## src/rtl/mbte_pkg.sv

```systemverilog
// Constants and helper functions for the MJD/BCD time stamp to epoch converter.
// Used by mjd_bcd_time_to_epoch; depends on nothing else.

package mbte_pkg;

  // Date range and epoch base
  localparam logic [15:0] MJD_Y2000      = 16'd51544;
  localparam logic [31:0] SECS_1970_2000 = 32'd946684800;
  localparam logic [10:0] DAYS_PER_CYCLE = 11'(365 * 4 + 1);
  localparam logic [16:0] SECS_PER_DAY   = 17'd86400;

  // Year estimate: y = (20*mjd - 301564) / 7305, i.e. (mjd - 15078.2) / 365.25
  localparam logic [20:0] Y_OFFSET = 21'd301564;
  localparam logic [12:0] Y_DIV    = 13'd7305;
  // floor(2^32 / 7305); the quotient it gives is low by at most one
  localparam logic [19:0] Y_RECIP  = 20'((64'd1 << 32) / 64'd7305);

  // Day offset of the year start: mjd - 14956
  localparam logic [16:0] MJD_BASE = 17'd14956;

  // Month index: count of j in 1..15 with 10000*r - 1000 >= 306001*j
  localparam int M_MAX = 15;

  localparam logic [3:0] M_JAN_NEXT = 4'd14;
  localparam logic [3:0] M_FEB_NEXT = 4'd15;

  // floor(30.6001 * m) for m = 0..15
  localparam logic [8:0] MONTH_DAYS [16] = '{
    9'd0,   9'd30,  9'd61,  9'd91,  9'd122, 9'd153, 9'd183, 9'd214,
    9'd244, 9'd275, 9'd306, 9'd336, 9'd367, 9'd397, 9'd428, 9'd459
  };

  // Smallest r that reaches month step j (ceiling of (306001*j + 1000) / 10000)
  function automatic logic [9:0] month_thresh(input int j);
    return 10'((306001 * j + 1000 + 9999) / 10000);
  endfunction

  // floor(30.6001 * m)
  function automatic logic [8:0] month_days(input logic [3:0] m);
    return MONTH_DAYS[m];
  endfunction

  // Two BCD digits to binary, digits unchecked
  function automatic logic [7:0] bcd_to_bin(input logic [7:0] b);
    return 8'({4'd0, b[7:4]} * 8'd10) + {4'd0, b[3:0]};
  endfunction

  // Cumulative days at each month start within a four-year cycle (leap year first)
  localparam logic [10:0] CUM_DAYS [4][12] = '{
    '{11'd0,    11'd31,   11'd60,   11'd91,   11'd121,  11'd152,
      11'd182,  11'd213,  11'd244,  11'd274,  11'd305,  11'd335},
    '{11'd366,  11'd397,  11'd425,  11'd456,  11'd486,  11'd517,
      11'd547,  11'd578,  11'd609,  11'd639,  11'd670,  11'd700},
    '{11'd731,  11'd762,  11'd790,  11'd821,  11'd851,  11'd882,
      11'd912,  11'd943,  11'd974,  11'd1004, 11'd1035, 11'd1065},
    '{11'd1096, 11'd1127, 11'd1155, 11'd1186, 11'd1216, 11'd1247,
      11'd1277, 11'd1308, 11'd1339, 11'd1369, 11'd1400, 11'd1430}
  };

endpackage

```

## src/rtl/mjd_bcd_time_to_epoch.sv

```systemverilog
// MJD date plus BCD hour/minute/second to seconds since 1970, eight-stage pipeline.
// Depends on mbte_pkg.
//
//   channel  signals                                          direction
//   input    in_valid, in_stall, mjd, hour_bcd, minute_bcd,   in (in_stall out)
//            second_bcd
//   output   out_valid, out_stall, epoch_seconds,             out (out_stall in)
//            date_invalid
//
// One transaction per cycle unless out_stall holds the pipe. The result passes through
// the stage chain in order: date scale and BCD decode, reciprocal multiply, quotient fix,
// year-day multiply, month search, day split, day sum, seconds multiply.
// rst (synchronous) clears the stage valid bits only; payload is not reset.
// While the output is held by out_stall the whole pipe freezes and in_stall is high.

module mjd_bcd_time_to_epoch (
  input  logic        clk,
  input  logic        rst,
  input  logic        in_valid,
  output logic        in_stall,
  input  logic [15:0] mjd,
  input  logic [7:0]  hour_bcd,
  input  logic [7:0]  minute_bcd,
  input  logic [7:0]  second_bcd,
  output logic        out_valid,
  input  logic        out_stall,
  output logic [31:0] epoch_seconds,
  output logic        date_invalid
);
  import mbte_pkg::*;

  localparam int STAGES = 8;

  logic              en;
  logic [STAGES:1]   v;

  // stage 1
  logic [19:0] s1_n;
  logic [15:0] s1_mjd;
  logic        s1_bad;
  logic [7:0]  s1_h, s1_m, s1_s;
  // stage 2
  logic [39:0] s2_prod;
  logic [7:0]  s2_q0;
  logic [19:0] s2_n;
  logic [15:0] s2_mjd;
  logic        s2_bad;
  logic [19:0] s2_hms;
  // stage 3
  logic [20:0] s3_rem;
  logic [7:0]  s3_y;
  logic [15:0] s3_mjd;
  logic        s3_bad;
  logic [19:0] s3_hms;
  // stage 4
  logic [18:0] s4_yd_full;
  logic [16:0] s4_r_full;
  logic [7:0]  s4_y;
  logic [9:0]  s4_r;
  logic        s4_bad;
  logic [19:0] s4_hms;
  // stage 5
  logic [3:0]  s5_m_next;
  logic [3:0]  s5_m;
  logic [7:0]  s5_y;
  logic [9:0]  s5_r;
  logic        s5_bad;
  logic [19:0] s5_hms;
  // stage 6
  logic        s6_k;
  logic [9:0]  s6_d;
  logic [3:0]  s6_mi;
  logic [5:0]  s6_year;
  logic [3:0]  s6_month;
  logic [9:0]  s6_day;
  logic        s6_bad;
  logic [19:0] s6_hms;
  // stage 7
  logic [14:0] s7_days;
  logic        s7_bad;
  logic [19:0] s7_hms;
  // stage 8 is the output register
  logic [31:0] s8_secs;

  // Pipe advances unless a finished result is held
  assign en        = !(v[STAGES] && out_stall);
  assign in_stall  = !en;
  assign out_valid = v[STAGES];

  // Valid bits
  always_ff @(posedge clk) begin
    if (rst) begin
      v <= '0;
    end else if (en) begin
      v <= {v[STAGES-1:1], in_valid};
    end
  end

  // Stage 1: scale date, decode BCD
  always_ff @(posedge clk) begin
    if (en) begin
      s1_n   <= 20'(({5'd0, mjd} << 4) + ({5'd0, mjd} << 2) - Y_OFFSET);
      s1_mjd <= mjd;
      s1_bad <= (mjd < MJD_Y2000);
      s1_h   <= bcd_to_bin(hour_bcd);
      s1_m   <= bcd_to_bin(minute_bcd);
      s1_s   <= bcd_to_bin(second_bcd);
    end
  end

  // Stage 2: reciprocal multiply for the year quotient; time of day in seconds
  assign s2_prod = {20'd0, s1_n} * {20'd0, Y_RECIP};

  always_ff @(posedge clk) begin
    if (en) begin
      s2_q0  <= s2_prod[39:32];
      s2_n   <= s1_n;
      s2_mjd <= s1_mjd;
      s2_bad <= s1_bad;
      s2_hms <= 20'({12'd0, s1_h} * 20'd3600) + 20'({12'd0, s1_m} * 20'd60)
                + {12'd0, s1_s};
    end
  end

  // Stage 3: correct the quotient by one where the remainder is too large
  assign s3_rem = {1'b0, s2_n} - 21'({13'd0, s2_q0} * {8'd0, Y_DIV});

  always_ff @(posedge clk) begin
    if (en) begin
      s3_y   <= s2_q0 + 8'(s3_rem >= {8'd0, Y_DIV});
      s3_mjd <= s2_mjd;
      s3_bad <= s2_bad;
      s3_hms <= s2_hms;
    end
  end

  // Stage 4: days to year start, remainder within the year
  assign s4_yd_full = 19'({11'd0, s3_y} * 19'(DAYS_PER_CYCLE));
  assign s4_r_full  = {1'b0, s3_mjd} - MJD_BASE - {1'b0, s4_yd_full[17:2]};

  always_ff @(posedge clk) begin
    if (en) begin
      s4_y   <= s3_y;
      s4_r   <= s4_r_full[9:0];
      s4_bad <= s3_bad;
      s4_hms <= s3_hms;
    end
  end

  // Stage 5: month index by threshold compares
  always_comb begin
    s5_m_next = '0;
    for (int j = 1; j <= M_MAX; j++) begin
      s5_m_next = s5_m_next + 4'(s4_r >= month_thresh(j));
    end
  end

  always_ff @(posedge clk) begin
    if (en) begin
      s5_m   <= s5_m_next;
      s5_y   <= s4_y;
      s5_r   <= s4_r;
      s5_bad <= s4_bad;
      s5_hms <= s4_hms;
    end
  end

  // Stage 6: day of month, calendar year and month, zero-based
  assign s6_k   = (s5_m == M_JAN_NEXT) || (s5_m == M_FEB_NEXT);
  assign s6_d   = s5_r - {1'b0, month_days(s5_m)};
  assign s6_mi  = s6_k ? (s5_m - 4'd13) : (s5_m - 4'd1);

  always_ff @(posedge clk) begin
    if (en) begin
      s6_year  <= 6'(s5_y + {7'd0, s6_k} - 8'd100);
      if (s6_mi == 4'd0) begin
        s6_month <= 4'd0;
      end else if (s6_mi > 4'd12) begin
        s6_month <= 4'd11;
      end else begin
        s6_month <= s6_mi - 4'd1;
      end
      s6_day <= (s6_d != 10'd0) ? (s6_d - 10'd1) : 10'd0;
      s6_bad <= s5_bad;
      s6_hms <= s5_hms;
    end
  end

  // Stage 7: days since 2000-01-01
  always_ff @(posedge clk) begin
    if (en) begin
      s7_days <= 15'({11'd0, s6_year[5:2]} * 15'(DAYS_PER_CYCLE))
                 + {4'd0, CUM_DAYS[s6_year[1:0]][s6_month]}
                 + {5'd0, s6_day};
      s7_bad  <= s6_bad;
      s7_hms  <= s6_hms;
    end
  end

  // Stage 8: seconds since 1970
  assign s8_secs = 32'({17'd0, s7_days} * {15'd0, SECS_PER_DAY})
                   + {12'd0, s7_hms} + SECS_1970_2000;

  always_ff @(posedge clk) begin
    if (en) begin
      epoch_seconds <= s7_bad ? 32'd0 : s8_secs;
      date_invalid  <= s7_bad;
    end
  end

  // Checks
  a_invalid_zero: assert property (@(posedge clk) disable iff (rst)
    out_valid && date_invalid |-> epoch_seconds == 32'd0)
    else $error("invalid date with nonzero seconds");

  a_valid_base: assert property (@(posedge clk) disable iff (rst)
    out_valid && !date_invalid |-> epoch_seconds >= SECS_1970_2000)
    else $error("valid date below year-2000 base");

  a_pipe_advance: assert property (@(posedge clk) disable iff (rst)
    en && !$past(rst) |=> out_valid == $past(v[STAGES-1]))
    else $error("valid bit lost or invented at output stage");

  a_hold: assert property (@(posedge clk) disable iff (rst)
    in_stall |=> v == $past(v))
    else $error("pipe moved while output held");

endmodule
```

## config.mk

```make
export PLATFORM = sky130hd
export DESIGN_NAME = mjd_bcd_time_to_epoch
export DESIGN_NICKNAME = d
export VERILOG_FILES = /design/src/rtl/mbte_pkg.sv /design/src/rtl/mjd_bcd_time_to_epoch.sv
export SDC_FILE = /design/constraint.sdc
export NUM_CORES = 2
export LEC_CHECK = 0
export BUFFER_PORTS_ARGS = -buffer_cell sky130_fd_sc_hd__buf_4
export CELL_PAD_IN_SITES_DETAIL_PLACEMENT = 1
export CELL_PAD_IN_SITES_GLOBAL_PLACEMENT = 1
export CORE_AREA = 10 10 276 278
export CTS_CLUSTER_SIZE = 12
export DETAILED_ROUTE_END_ITERATION = 8
export DIE_AREA = 0 0 286 288
export GPL_TIMING_DRIVEN = 0
export PLACE_DENSITY = 0.71
export SYNTH_ARGS = -nofsm -noshare
export SYNTH_HDL_FRONTEND = slang
export SYNTH_SLANG_ARGS = --single-unit
```

## constraint.sdc

```tcl
create_clock -name clk -period 10.4 [get_ports clk]
set_input_delay 0.52 -clock clk [delete_from_list [all_inputs] [get_ports clk]]
set_output_delay 0.52 -clock clk [all_outputs]
set_load 0.02 [all_outputs]
```

==> results.md <==
- Max_slew headroom: slightly above 40%
- Total of max-cap violations: 0
- Die Y: 288 um
- Final clock skew: 0.0163 ns
- Clock Sink Count: 345
- Worst reg-to-reg path cell count: 17
- Post-synth EDFFs: ~340
- Routed vias/inst: 5.15
- Clock transition at path regs: 0.06 ns
- Placed instance area: 33300 um2
- Port bufs: just under 80
- Cells after DPL: 3880
- Average wire per standard cell: between 15 and 20 um
- Vias in the first global route: 23100
- Antenna Nets Post-Route: 0
- Final WL: 67.4 mm
- Synth area leader: edfxtp_1
- Post-synth ARST share: 0%
- Yosys top cell area share: 32.2%
- Buffers inserted by post-CTS timing repair: 0
- Top-Level Pins: 79
- Outcome: completed
- CP Capture Type: flip-flop
- Setup TNS: 0 ns
- Total CTS buffers: 42
- Hold Vio Cnt, Final: 0
- Minimum clock period: 6.74 ns
- R2r setup slk: about 3.7 ns
- Diodes inserted: 0
- #FFs+latches synth: 345
- Critical Path RT: 10.71 ns
- Worst Hold End: s1_s[0]
- Initial Util: 44.3%
- Max Root-Sink Buffers: 3
- Reg2reg end: s2_q0[7]
- Drt drc: 0
- Layout cell share with drive strength beyond 1: around 5.5%
- Resized Gates After CTS: 0
- Core ar.: 70900 um2
- Worst Setup SP: s1_n[13]
- Design Area, Final: approximately 35000 um2
- Max Clock Freq: 148 MHz
- Syn Area/Cell: approximately 11 um2
- Critical Path Start Type: flip-flop
- First-pass GRT wire length: between 100 and 150 mm
- Overflow after GRT: 0
- Area Overhead vs Synth: 10.0%
- Hold Path Depth: 1
- Hold Buf Count CTS: 0
- Initial antenna violation count: 0
- First-pass DRT Iterations: 4
- Final HPWL DP: 54.6 mm
- H-tree depth: 2
- Final worst path period share: 64.8%
- Worst-margin pin slew: 0.874 ns
- Fillers: around 7800
- Setup violators final: 0
- Mapped Cells: 2851
- Die area: 82400 um2
- Hold Crit Class: in -> reg
- Crit Path Category: reg -> reg
- Count leader, synth: inv_1
- Hold Startpoint: second_bcd[0]
- Yosys warns: 0
- Arrival @ worst endpoint: 7.05 ns
- Pins Over Slew Limit: 0
- Largest net degree at the start of global routing: 132
- CTS tree: yes
- RSZ-0062 raised after global routing: false
- Worst skew pair latency: 0.56 ns
- FP Rows: 98
- GP Congestion: 0.811
- Distinct cell type count after synthesis: 76
- Non-Filler Instances: around 4000
- DR vias: 20400
- Root Driver: clkbuf_16
- FF-to-FF Start: s1_n[13]
- Crit path max fanout: 9
- Ys flop type: edfxtp_1
- Nets: 3833
- Sequential fraction of the synthesis area: 32.7%
- Largest cells by area after synthesis: edfxtp_1 32%, ha_1 22%, fa_1 16%
- Die W: 286 um
- Post-synth top cells: 602 x inv_1, 562 x ha_1, 337 x edfxtp_1
- Detailed router's first-iteration violation count: 724
- Mapped cell area: 31400 um2
- Tot GR Track Use: 16.8%
- Net Count, Synth: 3710
## worst max path at each step
stage | endpoint | slack [ns] | cells after the start
6_report | s2_q0[7] | 3.66 | 17
2_1_floorplan | v[1] | 3.47 | 4
4_1_cts | s2_q0[7] | 3.66 | 17
3_3_place_gp | in_stall | 1.29 | 4
3_5_place_dp | s2_q0[7] | 3.66 | 17
5_1_grt | s7_days[14] | 3.25 | 27
## flip-flops by register name, indices dropped and copies added (netlist names), 15 cells and up
| signal | flops |
|---|---|
| s4_hms | 20 |
| s6_hms | 20 |
| s7_days | 15 |
| s7_hms | 20 |
| s2_n | 18 |
| s2_hms | 20 |
| s5_hms | 20 |
| s1_n | 18 |
| s3_hms | 20 |
| epoch_seconds | 32 |
## through the flow
stage	hold WS (ns)	setup WS, ns	util (%)
global route	0.0948	3.25	48.8
CTS	0.0797	3.66	48.8
finish	0.124	3.66	48.8
global placement	0.400	1.29	46.8
detailed placement	0.406	3.66	46.9
floorplan	0.400	3.47	-
## worst max-delay path, stage by stage, from the launching register on
cell      delay (ns)
edfxtp_1        0.80
fa_1            0.57
fa_1            0.54
fa_1            0.44
fa_1            0.53
fa_1            0.53
fa_1            0.50
ha_1            0.31
a21o_1          0.18
a21o_1          0.17
a211oi_1        0.31
o21ba_1         0.24
o22ai_1         0.09
a211oi_1        0.55
o21ai_1         0.20
a21oi_1         0.27
o21bai_1        0.11
xor2_1          0.15
## area by class of cell
type / count / area (um2) / area share, %
Inverter: 605 / 2270 / 6.57
Clock inverter: 25 / 199 / 0.575
Buffer: 36 / 143 / 0.413
Multi-Input combinational cell: 1865 / 18800 / 54.3
Tap cell: 950 / 1190 / 3.44
Sequential cell: 345 / 10300 / 29.7
Timing Repair Buffer: 79 / 633 / 1.83
Clock buffer: 50 / 1100 / 3.19
## layout by cell type, fill, tap and decap left out, drive strengths merged, types with 10 or more instances in the layout
cell type	n
o211ai	14
o21ai	96
nand2	85
inv	606
fa	253
o21bai	26
a21oi	134
a21o	44
o21a	22
ha	562
o22ai	16
nand3	30
xor2	43
nor2	115
clkbuf	79
buf	86
nor3	27
and2	13
a211oi	23
or2	12
or3	10
a31oi	17
nand2b	27
nor2b	34
xnor2	132
o31ai	15
edfxtp	337
and3	13
clkinv	18
## routing by layer
layer,vias up,share of wire (%),global-route usage (%)
met5,-,0,0
met4,0,1.8,3.90
met3,77,2.4,1.97
met2,176,53,31.6
met1,10200,43,20.1
li1,9889,-,-
## cells by family after synthesis
logic type	count (synthesis)	synth area share [%]
adders and majority gates	815	38.5
buffers and inverters	641	7.68
AOI/OAI and AO/OA	464	9.51
and+or+nand+nor	398	6.22
DFF	345	32.7
xor gates and xnor gates	175	4.92
muxes	13	0.466
Power is not shown: default switching activity piles up to over one toggle a cycle in this logic, so the estimate is an artifact.
